### src/mct_pkg.sv
// Shared types and constants of the markup character tokenizer.
// No dependencies; used by every module of the block.
`default_nettype none

package mct_pkg;

  localparam int QUEUE_DEPTH_DEF = 2;

  typedef enum logic [3:0] {
    ST_SEARCH = 4'd0,
    ST_LT     = 4'd1,
    ST_NAME   = 4'd2,
    ST_INT    = 4'd3,
    ST_MINUS  = 4'd4,
    ST_SLASH  = 4'd5,
    ST_DEC    = 4'd6,
    ST_QUOTED = 4'd7,
    ST_BLANK  = 4'd8,
    ST_QUEST  = 4'd9,
    ST_COPEN  = 4'd10,
    ST_CCLOSE = 4'd11
  } lex_state_t;

  typedef enum logic [4:0] {
    K_LT     = 5'd0,
    K_GT     = 5'd1,
    K_EQ     = 5'd2,
    K_NAME   = 5'd3,
    K_INT    = 5'd4,
    K_MINUS  = 5'd5,
    K_SLASH  = 5'd6,
    K_DEC    = 5'd7,
    K_QUOTED = 5'd8,
    K_BLANK  = 5'd9,
    K_QUEST  = 5'd10,
    K_HOPEN  = 5'd11,
    K_HCLOSE = 5'd12,
    K_CLOPEN = 5'd13,
    K_ECLOSE = 5'd14,
    K_COPEN  = 5'd15,
    K_CCLOSE = 5'd16,
    K_ERROR  = 5'd17
  } kind_t;

  // One result: token character or end-of-token marker.
  typedef struct packed {
    logic       item_kind;
    logic [7:0] token_char;
    kind_t      token_kind;
  } res_t;

  // All results caused by one input item (cnt of them, 1 to 3).
  typedef struct packed {
    logic [1:0]     cnt;
    res_t [2:0]     res;
  } bundle_t;

  localparam logic ITEM_CHAR = 1'b0;
  localparam logic ITEM_END  = 1'b1;

  localparam logic [7:0] CH_LT    = 8'h3C;
  localparam logic [7:0] CH_GT    = 8'h3E;
  localparam logic [7:0] CH_EQ    = 8'h3D;
  localparam logic [7:0] CH_QUOTE = 8'h22;
  localparam logic [7:0] CH_QUEST = 8'h3F;
  localparam logic [7:0] CH_BANG  = 8'h21;
  localparam logic [7:0] CH_SLASH = 8'h2F;
  localparam logic [7:0] CH_DASH  = 8'h2D;
  localparam logic [7:0] CH_DOT   = 8'h2E;
  localparam logic [7:0] CH_UNDER = 8'h5F;
  localparam logic [7:0] CH_SPACE = 8'h20;
  localparam logic [7:0] CH_NL    = 8'h0A;
  localparam logic [7:0] CH_TAB   = 8'h09;

endpackage

`default_nettype wire

### src/markup_char_tokenizer.sv
// Top level of the markup character tokenizer.
// Depends on mct_pkg, mct_front, mct_queue and mct_back.
//
// Usage:
//  - Input channel (in_valid/in_ready): one text byte per transfer, or an
//    end_of_input marker that closes any partial token.
//  - Output channel (out_valid/out_ready): one result per transfer, either
//    a token character or an end-of-token item with the token's kind.
//    last_of_run flags the last result caused by one input transfer.
//  - Each input byte causes zero to three results.
//  - Results are written into the bundle queue on the input's transfer and
//    shown from its head. Byte decode is combinational, so the input side
//    takes one byte per cycle while the queue has space.
//  - Throughput: one byte per cycle while bytes cause at most one result
//    each and out_ready is high; overall the output port sets the pace at one
//    result per cycle, so an input causing N results needs N transfers.
//  - A bundle queue of QUEUE_DEPTH entries sits between lexer and output;
//    in_ready drops only when it is full, e.g. when the receiver stalls.
//  - Reset puts the lexer in the search state and empties the queue.
`default_nettype none

module markup_char_tokenizer #(
  parameter int QUEUE_DEPTH = mct_pkg::QUEUE_DEPTH_DEF  // 2 or more
) (
  input  wire logic       clk,
  input  wire logic       rst,
  input  wire logic       in_valid,
  output logic            in_ready,
  input  wire logic [7:0] in_byte,
  input  wire logic       end_of_input,
  output logic            out_valid,
  input  wire logic       out_ready,
  output logic            item_kind,
  output logic [7:0]      token_char,
  output logic [4:0]      token_kind,
  output logic            last_of_run
);

  logic             space_ok;
  logic             push_valid;
  mct_pkg::bundle_t push_data;
  logic             head_valid;
  mct_pkg::bundle_t head_data;
  logic             pop;

  // Lexer: classify the byte and update the token state on each transfer.
  mct_front u_front (
    .clk          (clk),
    .rst          (rst),
    .in_valid     (in_valid),
    .in_ready     (in_ready),
    .in_byte      (in_byte),
    .end_of_input (end_of_input),
    .space_ok     (space_ok),
    .push_valid   (push_valid),
    .push_data    (push_data)
  );

  // Hold result bundles so the lexer keeps going while the receiver stalls.
  mct_queue #(
    .QUEUE_DEPTH (QUEUE_DEPTH)
  ) u_queue (
    .clk        (clk),
    .rst        (rst),
    .push_valid (push_valid),
    .push_data  (push_data),
    .space_ok   (space_ok),
    .head_valid (head_valid),
    .head_data  (head_data),
    .pop        (pop)
  );

  // Serialize each bundle onto the output channel.
  mct_back u_back (
    .clk         (clk),
    .rst         (rst),
    .head_valid  (head_valid),
    .head_data   (head_data),
    .pop         (pop),
    .out_valid   (out_valid),
    .out_ready   (out_ready),
    .item_kind   (item_kind),
    .token_char  (token_char),
    .token_kind  (token_kind),
    .last_of_run (last_of_run)
  );

endmodule

`default_nettype wire

### src/mct_front.sv
// Front end: accepts bytes, runs the lexer state, packs results per item.
// Depends on mct_pkg.
`default_nettype none

module mct_front (
  input  wire logic             clk,
  input  wire logic             rst,
  input  wire logic             in_valid,
  output logic                  in_ready,
  input  wire logic [7:0]       in_byte,
  input  wire logic             end_of_input,
  input  wire logic             space_ok,
  output logic                  push_valid,
  output mct_pkg::bundle_t      push_data
);

  mct_pkg::lex_state_t lex_state, lex_state_next;
  logic                dash_seen, dash_seen_next;

  logic                search_take, redo;
  mct_pkg::kind_t      redo_kind;
  logic [1:0]          s_cnt;
  mct_pkg::res_t [1:0] s_res;
  mct_pkg::lex_state_t s_state;
  mct_pkg::bundle_t    b;
  logic                accept;

  function automatic mct_pkg::res_t mk_char(input logic [7:0] c, input mct_pkg::kind_t k);
    mct_pkg::res_t r;
    r.item_kind  = mct_pkg::ITEM_CHAR;
    r.token_char = c;
    r.token_kind = k;
    return r;
  endfunction

  function automatic mct_pkg::res_t mk_end(input mct_pkg::kind_t k);
    mct_pkg::res_t r;
    r.item_kind  = mct_pkg::ITEM_END;
    r.token_char = 8'h00;
    r.token_kind = k;
    return r;
  endfunction

  function automatic logic is_digit(input logic [7:0] c);
    return (c >= 8'h30) && (c <= 8'h39);
  endfunction

  function automatic logic is_alpha(input logic [7:0] c);
    return ((c >= 8'h41) && (c <= 8'h5A)) || ((c >= 8'h61) && (c <= 8'h7A)) ||
           (c == mct_pkg::CH_UNDER);
  endfunction

  function automatic logic is_blank(input logic [7:0] c);
    return (c == mct_pkg::CH_SPACE) || (c == mct_pkg::CH_NL) || (c == mct_pkg::CH_TAB);
  endfunction

  function automatic mct_pkg::kind_t state_kind(input mct_pkg::lex_state_t s);
    mct_pkg::kind_t k;
    unique case (s)
      mct_pkg::ST_LT:     k = mct_pkg::K_LT;
      mct_pkg::ST_NAME:   k = mct_pkg::K_NAME;
      mct_pkg::ST_INT:    k = mct_pkg::K_INT;
      mct_pkg::ST_MINUS:  k = mct_pkg::K_MINUS;
      mct_pkg::ST_SLASH:  k = mct_pkg::K_SLASH;
      mct_pkg::ST_DEC:    k = mct_pkg::K_DEC;
      mct_pkg::ST_QUOTED: k = mct_pkg::K_QUOTED;
      mct_pkg::ST_BLANK:  k = mct_pkg::K_BLANK;
      mct_pkg::ST_QUEST:  k = mct_pkg::K_QUEST;
      mct_pkg::ST_COPEN:  k = mct_pkg::K_COPEN;
      mct_pkg::ST_CCLOSE: k = mct_pkg::K_CCLOSE;
      default:            k = mct_pkg::K_LT;
    endcase
    return k;
  endfunction

  // Search decode: what the byte starts when no token is open.
  always_comb begin
    s_cnt   = 2'd0;
    s_res   = '0;
    s_state = mct_pkg::ST_SEARCH;
    if (in_byte == mct_pkg::CH_LT) begin
      s_res[0] = mk_char(in_byte, mct_pkg::K_LT);
      s_cnt    = 2'd1;
      s_state  = mct_pkg::ST_LT;
    end else if (in_byte == mct_pkg::CH_GT) begin
      s_res[0] = mk_char(in_byte, mct_pkg::K_GT);
      s_res[1] = mk_end(mct_pkg::K_GT);
      s_cnt    = 2'd2;
    end else if (in_byte == mct_pkg::CH_EQ) begin
      s_res[0] = mk_char(in_byte, mct_pkg::K_EQ);
      s_res[1] = mk_end(mct_pkg::K_EQ);
      s_cnt    = 2'd2;
    end else if (is_alpha(in_byte)) begin
      s_res[0] = mk_char(in_byte, mct_pkg::K_NAME);
      s_cnt    = 2'd1;
      s_state  = mct_pkg::ST_NAME;
    end else if (is_digit(in_byte)) begin
      s_res[0] = mk_char(in_byte, mct_pkg::K_INT);
      s_cnt    = 2'd1;
      s_state  = mct_pkg::ST_INT;
    end else if (in_byte == mct_pkg::CH_DASH) begin
      s_res[0] = mk_char(in_byte, mct_pkg::K_MINUS);
      s_cnt    = 2'd1;
      s_state  = mct_pkg::ST_MINUS;
    end else if (in_byte == mct_pkg::CH_SLASH) begin
      s_res[0] = mk_char(in_byte, mct_pkg::K_SLASH);
      s_cnt    = 2'd1;
      s_state  = mct_pkg::ST_SLASH;
    end else if (in_byte == mct_pkg::CH_DOT) begin
      s_res[0] = mk_char(in_byte, mct_pkg::K_DEC);
      s_cnt    = 2'd1;
      s_state  = mct_pkg::ST_DEC;
    end else if (in_byte == mct_pkg::CH_QUOTE) begin
      s_state  = mct_pkg::ST_QUOTED;
    end else if (is_blank(in_byte)) begin
      s_res[0] = mk_char(in_byte, mct_pkg::K_BLANK);
      s_cnt    = 2'd1;
      s_state  = mct_pkg::ST_BLANK;
    end else if (in_byte == mct_pkg::CH_QUEST) begin
      s_res[0] = mk_char(in_byte, mct_pkg::K_QUEST);
      s_cnt    = 2'd1;
      s_state  = mct_pkg::ST_QUEST;
    end
  end

  // Next state and result bundle for one accepted item.
  always_comb begin
    b              = '0;
    lex_state_next = lex_state;
    dash_seen_next = dash_seen;
    search_take    = 1'b0;
    redo           = 1'b0;
    redo_kind      = mct_pkg::K_LT;
    if (end_of_input) begin
      lex_state_next = mct_pkg::ST_SEARCH;
      dash_seen_next = 1'b0;
      if (lex_state != mct_pkg::ST_SEARCH) begin
        b.res[0] = mk_end(state_kind(lex_state));
        b.cnt    = 2'd1;
      end
    end else begin
      unique case (lex_state)
        mct_pkg::ST_LT: begin
          if (in_byte == mct_pkg::CH_QUEST) begin
            b.res[0] = mk_char(in_byte, mct_pkg::K_HOPEN);
            b.res[1] = mk_end(mct_pkg::K_HOPEN);
            b.cnt    = 2'd2;
            lex_state_next = mct_pkg::ST_SEARCH;
          end else if (in_byte == mct_pkg::CH_SLASH) begin
            b.res[0] = mk_char(in_byte, mct_pkg::K_CLOPEN);
            b.res[1] = mk_end(mct_pkg::K_CLOPEN);
            b.cnt    = 2'd2;
            lex_state_next = mct_pkg::ST_SEARCH;
          end else if (in_byte == mct_pkg::CH_BANG) begin
            b.res[0] = mk_char(in_byte, mct_pkg::K_COPEN);
            b.cnt    = 2'd1;
            lex_state_next = mct_pkg::ST_COPEN;
            dash_seen_next = 1'b0;
          end else begin
            redo = 1'b1; redo_kind = mct_pkg::K_LT;
          end
        end
        mct_pkg::ST_NAME: begin
          if (is_alpha(in_byte) || is_digit(in_byte)) begin
            b.res[0] = mk_char(in_byte, mct_pkg::K_NAME);
            b.cnt    = 2'd1;
          end else begin
            redo = 1'b1; redo_kind = mct_pkg::K_NAME;
          end
        end
        mct_pkg::ST_INT: begin
          if (is_digit(in_byte)) begin
            b.res[0] = mk_char(in_byte, mct_pkg::K_INT);
            b.cnt    = 2'd1;
          end else if (in_byte == mct_pkg::CH_DOT) begin
            b.res[0] = mk_char(in_byte, mct_pkg::K_DEC);
            b.cnt    = 2'd1;
            lex_state_next = mct_pkg::ST_DEC;
          end else begin
            redo = 1'b1; redo_kind = mct_pkg::K_INT;
          end
        end
        mct_pkg::ST_DEC: begin
          if (is_digit(in_byte)) begin
            b.res[0] = mk_char(in_byte, mct_pkg::K_DEC);
            b.cnt    = 2'd1;
          end else begin
            redo = 1'b1; redo_kind = mct_pkg::K_DEC;
          end
        end
        mct_pkg::ST_MINUS: begin
          if (is_digit(in_byte)) begin
            b.res[0] = mk_char(in_byte, mct_pkg::K_INT);
            b.cnt    = 2'd1;
            lex_state_next = mct_pkg::ST_INT;
          end else if (in_byte == mct_pkg::CH_DOT) begin
            b.res[0] = mk_char(in_byte, mct_pkg::K_DEC);
            b.cnt    = 2'd1;
            lex_state_next = mct_pkg::ST_DEC;
          end else if (in_byte == mct_pkg::CH_DASH) begin
            b.res[0] = mk_char(in_byte, mct_pkg::K_CCLOSE);
            b.cnt    = 2'd1;
            lex_state_next = mct_pkg::ST_CCLOSE;
          end else begin
            redo = 1'b1; redo_kind = mct_pkg::K_MINUS;
          end
        end
        mct_pkg::ST_SLASH: begin
          if (in_byte == mct_pkg::CH_GT) begin
            b.res[0] = mk_char(in_byte, mct_pkg::K_ECLOSE);
            b.res[1] = mk_end(mct_pkg::K_ECLOSE);
            b.cnt    = 2'd2;
            lex_state_next = mct_pkg::ST_SEARCH;
          end else begin
            redo = 1'b1; redo_kind = mct_pkg::K_SLASH;
          end
        end
        mct_pkg::ST_QUOTED: begin
          if (in_byte == mct_pkg::CH_QUOTE) begin
            b.res[0] = mk_end(mct_pkg::K_QUOTED);
            b.cnt    = 2'd1;
            lex_state_next = mct_pkg::ST_SEARCH;
          end else begin
            b.res[0] = mk_char(in_byte, mct_pkg::K_QUOTED);
            b.cnt    = 2'd1;
          end
        end
        mct_pkg::ST_BLANK: begin
          if (is_blank(in_byte)) begin
            b.res[0] = mk_char(in_byte, mct_pkg::K_BLANK);
            b.cnt    = 2'd1;
          end else begin
            redo = 1'b1; redo_kind = mct_pkg::K_BLANK;
          end
        end
        mct_pkg::ST_QUEST: begin
          if (in_byte == mct_pkg::CH_GT) begin
            b.res[0] = mk_char(in_byte, mct_pkg::K_HCLOSE);
            b.res[1] = mk_end(mct_pkg::K_HCLOSE);
            b.cnt    = 2'd2;
            lex_state_next = mct_pkg::ST_SEARCH;
          end else begin
            redo = 1'b1; redo_kind = mct_pkg::K_QUEST;
          end
        end
        mct_pkg::ST_COPEN: begin
          if (in_byte == mct_pkg::CH_DASH) begin
            b.res[0] = mk_char(in_byte, mct_pkg::K_COPEN);
            if (dash_seen) begin
              b.res[1] = mk_end(mct_pkg::K_COPEN);
              b.cnt    = 2'd2;
              lex_state_next = mct_pkg::ST_SEARCH;
              dash_seen_next = 1'b0;
            end else begin
              b.cnt    = 2'd1;
              dash_seen_next = 1'b1;
            end
          end else begin
            redo = 1'b1; redo_kind = mct_pkg::K_ERROR;
          end
        end
        mct_pkg::ST_CCLOSE: begin
          if (in_byte == mct_pkg::CH_GT) begin
            b.res[0] = mk_char(in_byte, mct_pkg::K_CCLOSE);
            b.res[1] = mk_end(mct_pkg::K_CCLOSE);
            b.cnt    = 2'd2;
            lex_state_next = mct_pkg::ST_SEARCH;
          end else begin
            redo = 1'b1; redo_kind = mct_pkg::K_ERROR;
          end
        end
        default: begin
          search_take = 1'b1;
        end
      endcase

      // Close the open token, then handle the same byte from search.
      if (redo) begin
        b.res[0] = mk_end(redo_kind);
        b.res[1] = s_res[0];
        b.res[2] = s_res[1];
        b.cnt    = 2'd1 + s_cnt;
        lex_state_next = s_state;
        dash_seen_next = 1'b0;
      end else if (search_take) begin
        b.res[0] = s_res[0];
        b.res[1] = s_res[1];
        b.cnt    = s_cnt;
        lex_state_next = s_state;
        dash_seen_next = 1'b0;
      end
    end
  end

  assign in_ready   = space_ok;
  assign accept     = in_valid && space_ok;
  assign push_valid = accept && (b.cnt != 2'd0);
  assign push_data  = b;

  always_ff @(posedge clk) begin
    if (rst) begin
      lex_state <= mct_pkg::ST_SEARCH;
      dash_seen <= 1'b0;
    end else if (accept) begin
      lex_state <= lex_state_next;
      dash_seen <= dash_seen_next;
    end
  end

endmodule

`default_nettype wire

### src/mct_queue.sv
// Short queue of result bundles between front and back end.
// Depends on mct_pkg.
`default_nettype none

module mct_queue #(
  parameter int QUEUE_DEPTH = mct_pkg::QUEUE_DEPTH_DEF
) (
  input  wire logic             clk,
  input  wire logic             rst,
  input  wire logic             push_valid,
  input  wire mct_pkg::bundle_t push_data,
  output logic                  space_ok,
  output logic                  head_valid,
  output mct_pkg::bundle_t      head_data,
  input  wire logic             pop
);

  localparam int PtrW = (QUEUE_DEPTH > 1) ? $clog2(QUEUE_DEPTH) : 1;
  localparam int CntW = $clog2(QUEUE_DEPTH + 1);

  mct_pkg::bundle_t mem [QUEUE_DEPTH];
  logic [PtrW-1:0]  wr_ptr, rd_ptr;
  logic [CntW-1:0]  count;
  logic             push_fire, pop_fire;

  function automatic logic [PtrW-1:0] ptr_inc(input logic [PtrW-1:0] p);
    return (p == PtrW'(QUEUE_DEPTH - 1)) ? '0 : p + 1'b1;
  endfunction

  assign space_ok   = (count != CntW'(QUEUE_DEPTH));
  assign head_valid = (count != '0);
  assign head_data  = mem[rd_ptr];
  assign push_fire  = push_valid && space_ok;
  assign pop_fire   = pop && head_valid;

  always_ff @(posedge clk) begin
    if (rst) begin
      wr_ptr <= '0;
      rd_ptr <= '0;
      count  <= '0;
    end else begin
      if (push_fire) wr_ptr <= ptr_inc(wr_ptr);
      if (pop_fire)  rd_ptr <= ptr_inc(rd_ptr);
      if (push_fire && !pop_fire)      count <= count + 1'b1;
      else if (pop_fire && !push_fire) count <= count - 1'b1;
    end
  end

  always_ff @(posedge clk) begin
    if (push_fire) mem[wr_ptr] <= push_data;
  end

endmodule

`default_nettype wire

### src/mct_back.sv
// Back end: hands out the results of the head bundle one per transfer.
// Depends on mct_pkg.
`default_nettype none

module mct_back (
  input  wire logic             clk,
  input  wire logic             rst,
  input  wire logic             head_valid,
  input  wire mct_pkg::bundle_t head_data,
  output logic                  pop,
  output logic                  out_valid,
  input  wire logic             out_ready,
  output logic                  item_kind,
  output logic [7:0]            token_char,
  output logic [4:0]            token_kind,
  output logic                  last_of_run
);

  logic [1:0]    idx;
  mct_pkg::res_t cur;
  logic          fire;

  assign cur         = head_data.res[idx];
  assign out_valid   = head_valid;
  assign item_kind   = cur.item_kind;
  assign token_char  = cur.token_char;
  assign token_kind  = cur.token_kind;
  assign last_of_run = (idx == head_data.cnt - 2'd1);
  assign fire        = out_valid && out_ready;
  assign pop         = fire && last_of_run;

  // Advance through the bundle; drop it after its last result.
  always_ff @(posedge clk) begin
    if (rst) begin
      idx <= 2'd0;
    end else if (fire) begin
      idx <= last_of_run ? 2'd0 : idx + 2'd1;
    end
  end

endmodule

`default_nettype wire

### config.mk
export PLATFORM = sky130hd
export DESIGN_NAME = markup_char_tokenizer
export DESIGN_NICKNAME = d
export VERILOG_FILES = /design/src/mct_pkg.sv /design/src/markup_char_tokenizer.sv /design/src/mct_front.sv /design/src/mct_queue.sv /design/src/mct_back.sv
export SDC_FILE = /design/constraint.sdc
export NUM_CORES = 1
export LEC_CHECK = 0
export BUFFER_PORTS_ARGS = -buffer_cell sky130_fd_sc_hd__buf_2
export CORE_MARGIN = 5
export CORE_UTILIZATION = 38
export DETAILED_ROUTE_END_ITERATION = 7
export PLACE_DENSITY_LB_ADDON = 0.3
export RECOVER_POWER = 50
export SYNTH_ARGS = -nofsm -noshare
export SYNTH_HDL_FRONTEND = slang
export SYNTH_HIERARCHICAL = 1
export SYNTH_SLANG_ARGS = --single-unit
### constraint.sdc
create_clock -name clk -period 5.15 [get_ports clk]
set_clock_uncertainty 0.1 [all_clocks]
set_input_delay 0.2575 -clock clk [delete_from_list [all_inputs] [get_ports clk]]
set_output_delay 0.2575 -clock clk [all_outputs]
set_load 0.03 [all_outputs]
# Word level (Yosys, flattened, before mapping)
# Memories as Yosys holds them, arrays and structs flattened. A register that Yosys moved wholly into a read port is not among the register bits.
# Index checks and enable logic that the tools add are counted.
classes:
  n_addsub: 7
  n_mul: 0
  div: 0
  magnitude_cmp: 7
  n_eq_ne: 37
  n_shift: 0
  muxes: 147
  bitwise: 0
  reduce_logical: 28
ops:
  columns: ["cell", "n"]
  rows:
  - ["$mux 14", 22]
  - ["$mux 28", 9]
  - ["$pmux 14 s11", 1]
  - ["$mux 4", 30]
  - ["$mux 13", 7]
  - ["$eq 8x6->1 const B", 10]
  - ["$pmux 14 s5", 1]
  - ["$mux 2", 25]
  - ["$pmux 5 s9", 1]
  - ["$mux 1", 37]
  - ["$bmux 14 s2", 1]
  - ["$mux 5", 5]
  - ["$ne 5x2->1 const B", 5]
  - ["$pmux 4 s6", 1]
  - ["$pmux 2 s9", 1]
  - ["$eq 4x3->1 const B", 4]
  - ["$eq 4x4->1 const B", 4]
  - ["$eq 8x4->1 const B", 2]
  - ["$ge 8x7->1 const B", 2]
  - ["$le 8x7->1 const B", 2]
  - ["$ne 5x5->1 const B", 3]
  - ["$ne 7x2->1 const B", 2]
  - ["$mux 3", 4]
  - ["$logic_and 1x1->1", 11]
  - ["25 further kinds", 36]
totals:
  regBits: 11
  latch_bits: 0
  mem_bits_rw: 88
  romBits: 80
  output_inout_bits: 17
  wordCells: 234
  n_memories: 2
mem_list:
  columns: ["memory", "words", "width", "rd", "rd_clocked_by_memory_dff", "wr", "line_no", "text"]
  rows:
  - ["u_queue.mem", 2, 44, 1, 1, 1, "mct_queue.sv:21", "mct_pkg::bundle_t mem [QUEUE_DEPTH];"]
  - ["(no name shown)", 16, 5, 1, 1, 0, "mct_front.sv:59", "unique case (s)"]

# Longest topological paths before layout
# Gate-level depths: netlist of the first run.
logic_depth:
  depth_word: 23
  mapped_depth: 16
  depth_no_buf: 15

# Cells and area by module
# The synthesis of the first run kept the hierarchy.
by_module_without_submodules:
  columns: ["module", "instances", "cells_per_inst", "area_each_um2", "seq_area_each_um2"]
  rows:
  - ["mct_queue", 1, 161, 3390.8, 2742.6]
  - ["mct_front", 1, 403, 2648.8, 200.2]
  - ["mct_back", 1, 64, 436.7, 40.0]

# Worst setup path after synthesis of the first run
# No wires, ideal clock.
synth_timing:
  path_kind: "in2reg"
  start: "in in_byte[1]"
  end: "mem u_queue/mem[1][0] (netlist name) (enable)"
  setup_time_ns: 0.406
  t_arrival_ns: 3.579
  t_required_ns: 4.644
  slack_ns: 1.065
  path_stages: 11
  path_cell_list: "buf_2 clkbuf_1 a21oi_1 o221ai_1 a21boi_1 a2bb2oi_2 nand2_1 clkbuf_1 a311oi_1 o21ba_1 and3_1"
synth_lines:
  columns: ["element", "line_no", "text"]
  rows:
  - ["start, declared", "markup_char_tokenizer.sv:29", "input wire logic [7:0] in_byte,"]
  - ["end, declared", "mct_queue.sv:21", null]

==> results of run 1 <==
routing by layer:
metal	vias up	GRT usage
met4	0	0.07649
met2	211	0.2717
met3	68	0.03272
met1	2442	0.2291
met5	-	0
li1	2380	-
Yosys cell counts, types with 4 or more instances:
cell	n
or3_1	7
mux2i_1	14
a311oi_1	4
a211oi_1	6
and2_1	12
inv_1	12
edfxtp_1	88
and3_1	6
dfxtp_1	17
nand4_1	4
clkbuf_1	22
o21a_1	5
mux2_2	44
nor3_1	17
nand3_1	14
or2_2	4
nor3b_1	4
buf_2	10
a221o_1	4
nor2_1	35
a21oi_1	40
o211ai_1	4
nand2_1	58
o21ai_0	44
nand3b_1	6
ha_1	7
a31oi_1	5
nand2b_1	8
buf_4	18
xor2_1	4
nor2b_1	15
kinds of logic after synthesis:
group | after synthesis | synth area share
AO/OA/AOI/OAI | 166 | 0.1783
XOR/XNOR | 7 | 0.009467
adder cells (fa/ha/maj) | 7 | 0.01352
buffers and inverters | 66 | 0.05409
flip-flops | 105 | 0.4606
multiplexers | 58 | 0.09815
other | 1 | 0.0005790
AND/OR/NAND/NOR | 218 | 0.1853
sequential cells by signal, summed over array words and instances, names as in the netlist, named ones only:
register,cells
u_queue/mem,88
u_queue/wr_ptr,1
u_back/idx,2
u_front/lex_state,4
u_front/dash_seen,1
u_queue/count,2
u_queue/rd_ptr,1
critical path, stage by stage (launching register included):
cell and delay [ns]:
dfxtp_1 0.39, inv_1 0.08, ha_1 0.28, buf_4 0.20
nor2b_1 0.15, o21ai_0 0.55, o221ai_2 0.24, nor2_1 0.22
nand2_1 0.25, clkbuf_1 0.24, a21oi_1 0.15, o32a_1 0.24
o21ba_1 0.20, and3_2 0.89
cell type report:
class | count | area [µm²]
multi-input cells | 468 | 3163
flip-flops and latches | 105 | 2984
well taps | 220 | 275.3
inverters | 12 | 45.04
clock buffers | 10 | 239.0
repair buffers | 46 | 244.0
fillers | 1622 | 9602
clock inverters | 6 | 90.09
worst min path at each step:
stage | to | slack [ns] | cells past startpoint | from
2_1_floorplan | u_back/idx[1] | 0.23 | 1 | rst
5_1_grt | u_front/lex_state[3] | 0.22 | 2 | rst
6_report | u_queue/rd_ptr | 0.19 | 2 | rst
3_3_place_gp | u_queue/rd_ptr | 0.40 | 2 | u_queue/rd_ptr
3_5_place_dp | u_queue/count[1] | 0.41 | 2 | u_queue/count[1]
4_1_cts | u_queue/rd_ptr | 0.19 | 2 | rst
power by group through the flow:
stage / Clock [mW] / Combinational (mW) / Sequential [mW]
floorplan: 0 / 0.187 / 0.975
global placement: 0 / 0.242 / 0.977
detailed placement: 0 / 0.243 / 0.979
CTS: 0.749 / 0.244 / 0.960
global route: 0.785 / 0.260 / 0.962
finish: 0.734 / 0.240 / 0.960
==> reports/qor.txt, run 1 <==
DRC viols: 0
Antenna Cells: 0
Post-Place Worst Slack: 0.5468 ns
Max Clock Freq: 217.4 MHz
top sig layer: met4
Total Wirelength: 17.31 mm
fin. max-slew vios: 45
peak supply drop: 147.0 µV
Reg-to-Reg End: u_queue/mem[1][8]
layout cells sized above 1: 0.1685
Final WS setup: 0.5492 ns
crit path max fanout: 44
Fin. Hold Viols: 0
#FFs+latches synth: 105
Pwr Total: 1.934 mW
Final TNS setup: 0 ns
non-filler instance count after layout: 867
met3 wire len: 944 µm
P_int: 1.469 mW
Ys Warns: 6
first-pass GRT wire length: 27.12 mm
Clock Power Share: 0.380
DRT Pass-1 Iters: 5
utilization after layout: 0.4231
Core ar.: 16640 µm²
Detailed Route Iter0 Violations: 518
max-cap viol count: 1
H-tree Lvls: 3
placed inst area: 6763 µm²
asr flop ratio synth: 0
TritonCTS clock tree: yes
antenna-violating nets left: 0
WL met2: 7.904 mm
sequential area share after synthesis: 0.4606
Routed met1 length: 7.688 mm
vias in the first global route: 4927
Most used DFF post-synth: edfxtp_1
Critical Path Source: u_front/lex_state[3]
R2R setup slack: 0.55 ns
post-route cell area: 7041 µm²
via count: 5101
grt total ovfl: 0
worst hold path class: input port to flip-flop
Nets: 662
leading cell type in the layout, fill and taps excluded: edfxtp_1
relative slew slack: -0.7090
Logic pwr share: 0.124
Resized cells post-CTS: 0
Synth top area share: 0.4080
clk buf depth: 2
Starting Density: 0.3891
WHS: 0.1941 ns
wire length per cell: 19.97 µm
switching share of power: 0.2406
Flop pwr share: 0.496
Setup crit end: u_queue/mem[1][8]
status: finished with violations
Leakage: 2.197 nW
ranking of synthesized cells by area: edfxtp_1, mux2_2, dfxtp_1
Cells after DPL: 851
Post-synth EDFFs: 88
reg2reg path depth: 13
largest area contributor in the netlist: edfxtp_1
Clock transition at path regs: 0.07 ns
Pwr per Cell Area: 274.7 nW/µm²
final setup fails: 0
pin count of the biggest net entering global routing: 45
Vias/cell: 5.884
Net Switching: 0.4653 mW
Setup Crit Path Kind: flip-flop to flip-flop
Die X: 140.5 µm
crit path DAT: 4.46 ns
RSZ-0062 raised after global routing: false
CTS buffer count: 9
Final GP Congestion: 0.9717
DIE AREA: 19750 µm²
post-detail-place hpwl: 12.70 mm
failing checks: max-capacitance violations, max-slew violations
Worst-Margin Slew: 2.564 ns
Hold Buf Count CTS: 0
Post-Syn Instances: 628
most frequent cells in the layout: edfxtp_1, nand2_1, o21ai_0
I/O Pins: 30
Post-CTS Setup Bufs: 0
CP endpoint kind: flip-flop
Cell Rows: 47
Root Buffer: clkbuf_16
Synth Area per Inst: 10.31 µm²
Layout area overhead: 8.713%
Worst-Skew Late Latency: 0.34 ns
Synth cell types: 91
Post-Syn Area: 6476 µm²
Die Ht: 140.5 µm
clock sinks: 105
GRT Total Usage: 0.1718
initial antenna violation count: 0
WP data required: 5.01 ns
final worst path period share: 0.8934
Startpoint Class: flip-flop
FF-to-FF Start: u_front/lex_state[3]
IO Port Bufs: 29
clock period minus worst slack: 4.601 ns
No activity file was read; power rests on OpenSTA's default activity.
==> run 2, diff against run 1 <==
Settings changed: BUFFER_PORTS_ARGS -buffer_cell sky130_fd_sc_hd__buf_2 to unset, DONT_BUFFER_PORTS set to 1.
==> run 2 against run 1 <==
The flow still finishes with violations (max-capacitance violations, max-slew violations). Via count is 1.9% lower. Routed wire length up 1.9%. Core utilization is 1.2 points lower. Final cell count shrank 4.0%. Critical path depth unchanged. Setup slack improved by 0.13 ns. Clock power fell by 8.2%. Die area stayed put. Sequential share of layout area increased by 1.3 points.
==> reports/qor.txt, run 2 (synthesis gave the netlist of run 1 again) <==
via count: 5006
DRT Pass-1 Iters: 5
Pwr per Cell Area: 269.7 nW/µm²
final setup fails: 0
Cell Rows: 47
Antenna Cells: 0
Detailed Route Iter0 Violations: 560
Total Wirelength: 17.65 mm
worst hold path class: input port to flip-flop
Max Clock Freq: 223.8 MHz
critical path's most frequent cell: nor2b_1
failing checks: max-capacitance violations, max-slew violations
Reg with most FFs: u_queue/mem
CP max stage delay: 0.51 ns
layout cells sized above 1: 0.1422
DRC viols: 0
fin. max-slew vios: 45
CTS buffer count: 9
initial antenna violation count: 0
GRT Total Usage: 0.1759
peak supply drop: 142.3 µV
H-tree Lvls: 3
Cells after DPL: 815
Slowest cell on crit path: ha_1
relative slew slack: -0.6445
leading cell type in the layout, fill and taps excluded: edfxtp_1
WP data required: 5.01 ns
first-pass GRT wire length: 27.45 mm
crit path max fanout: 44
Starting Density: 0.3891
most frequent cells in the layout: edfxtp_1, nand2_1, o21ai_0
Regs by FF count: u_queue/mem x88, u_front/lex_state x4
final worst path period share: 0.8675
RSZ-0062 raised after global routing: false
Vias/cell: 6.017
vias in the first global route: 4800
max-cap viol count: 1
wire length per cell: 21.21 µm
pin count of the biggest net entering global routing: 45
Worst-Skew Late Latency: 0.34 ns
Leakage: 2.076 nW
DIE AREA: 19750 µm²
Root Buffer: clkbuf_16
Final GP Congestion: 0.9552
Die X: 140.5 µm
grt total ovfl: 0
Nets: 627
Fin. Hold Viols: 0
placed inst area: 6565 µm²
antenna-violating nets left: 0
post-detail-place hpwl: 12.86 mm
Post-CTS Setup Bufs: 0
status: finished with violations
Final TNS setup: 0 ns
Startpoint Class: flip-flop
Die Ht: 140.5 µm
non-filler instance count after layout: 832
Worst-Margin Slew: 2.467 ns
IO Port Bufs: 0
Largest register FFs: 88
post-route cell area: 6833 µm²
Setup Crit Path Kind: flip-flop to flip-flop
TritonCTS clock tree: yes
Core ar.: 16640 µm²
clock period minus worst slack: 4.468 ns
Layout area overhead: 5.506%
crit path DAT: 4.33 ns
Pwr Total: 1.843 mW
clock sinks: 105
CP endpoint kind: flip-flop
I/O Pins: 30
Clock transition at path regs: 0.07 ns
clk buf depth: 2
crit path cell chain: inv_1, ha_1, nor2b_1, nor2b_1, o221ai_1, a2bb2oi_2, nand2_1, nor2_1, a311oi_1, o21ba_1, nand3b_1, clkinv_1, buf_4
run 2: cell types whose count changed in the layout (fill, tap and decap cells not counted), moves of 2 or more:
cell,before,now
clkbuf_1,19,3
buf_2,12,0
buf_4,15,9
clkinv_4,2,0
clkinvlp_4,0,2
run 2: routing by layer:
metal / GRT usage / vias to the layer above / routed length (µm)
met4: 0.05762 / 0 / 504
met5: 0 / - / 0
met2: 0.2830 / 213 / 8298
met3: 0.03920 / 41 / 1247
li1: - / 2312 / -
met1: 0.2356 / 2440 / 7596
run 2: per-stage QoR:
step                hold WS (ns)  setup slack (ns)    util
detailed placement        0.2326            0.6940  0.3945
global placement          0.2287            0.8489  0.3945
floorplan                 0.2266             1.065       -
finish                   0.02496            0.6823  0.4106
CTS                      0.01474            0.6712  0.4128
global route             0.01376            0.3802  0.4106
run 2: power breakdown:
group / switching (mW) / internal (mW)
registers: 0.00963 / 0.950
clock network: 0.293 / 0.381
logic: 0.142 / 0.0675
run 2: final timing paths:
kind                        start                 end  slack, ns  cells after the start
max reg2reg  u_front/lex_state[3]   u_queue/mem[0][1]       0.68                     13
min                  end_of_input  u_queue/mem[0][17]       0.02                      1
max          u_front/lex_state[3]   u_queue/mem[0][1]       0.68                     13
min reg2reg        u_queue/rd_ptr      u_queue/rd_ptr       0.41                      2
run 2: timing repair:
action | 4_1_cts | 5_1_grt
gates resized for setup | 0 | 0
endpoints found under the hold margin | 15 | 0
hold buffers | 1 | 0
run 2: cell type report:
class / count / area, µm²
Clock inverter: 5 / 62.56
Multi-Input combinational cell: 468 / 3153
Sequential cell: 105 / 2983
Clock buffer: 11 / 232.7
Fill cell: 1590 / 9809
Tap cell: 220 / 275.3
Timing Repair Buffer: 11 / 81.33
Inverter: 12 / 45.04
run 2: critical path, delay by kind of cell (launching register included):
family	cells	cell delay [ns]
flops	1	0.35
buf+inv	3	0.65
simple gates	5	1.19
fa+ha+maj	1	0.51
compound gates	4	1.25
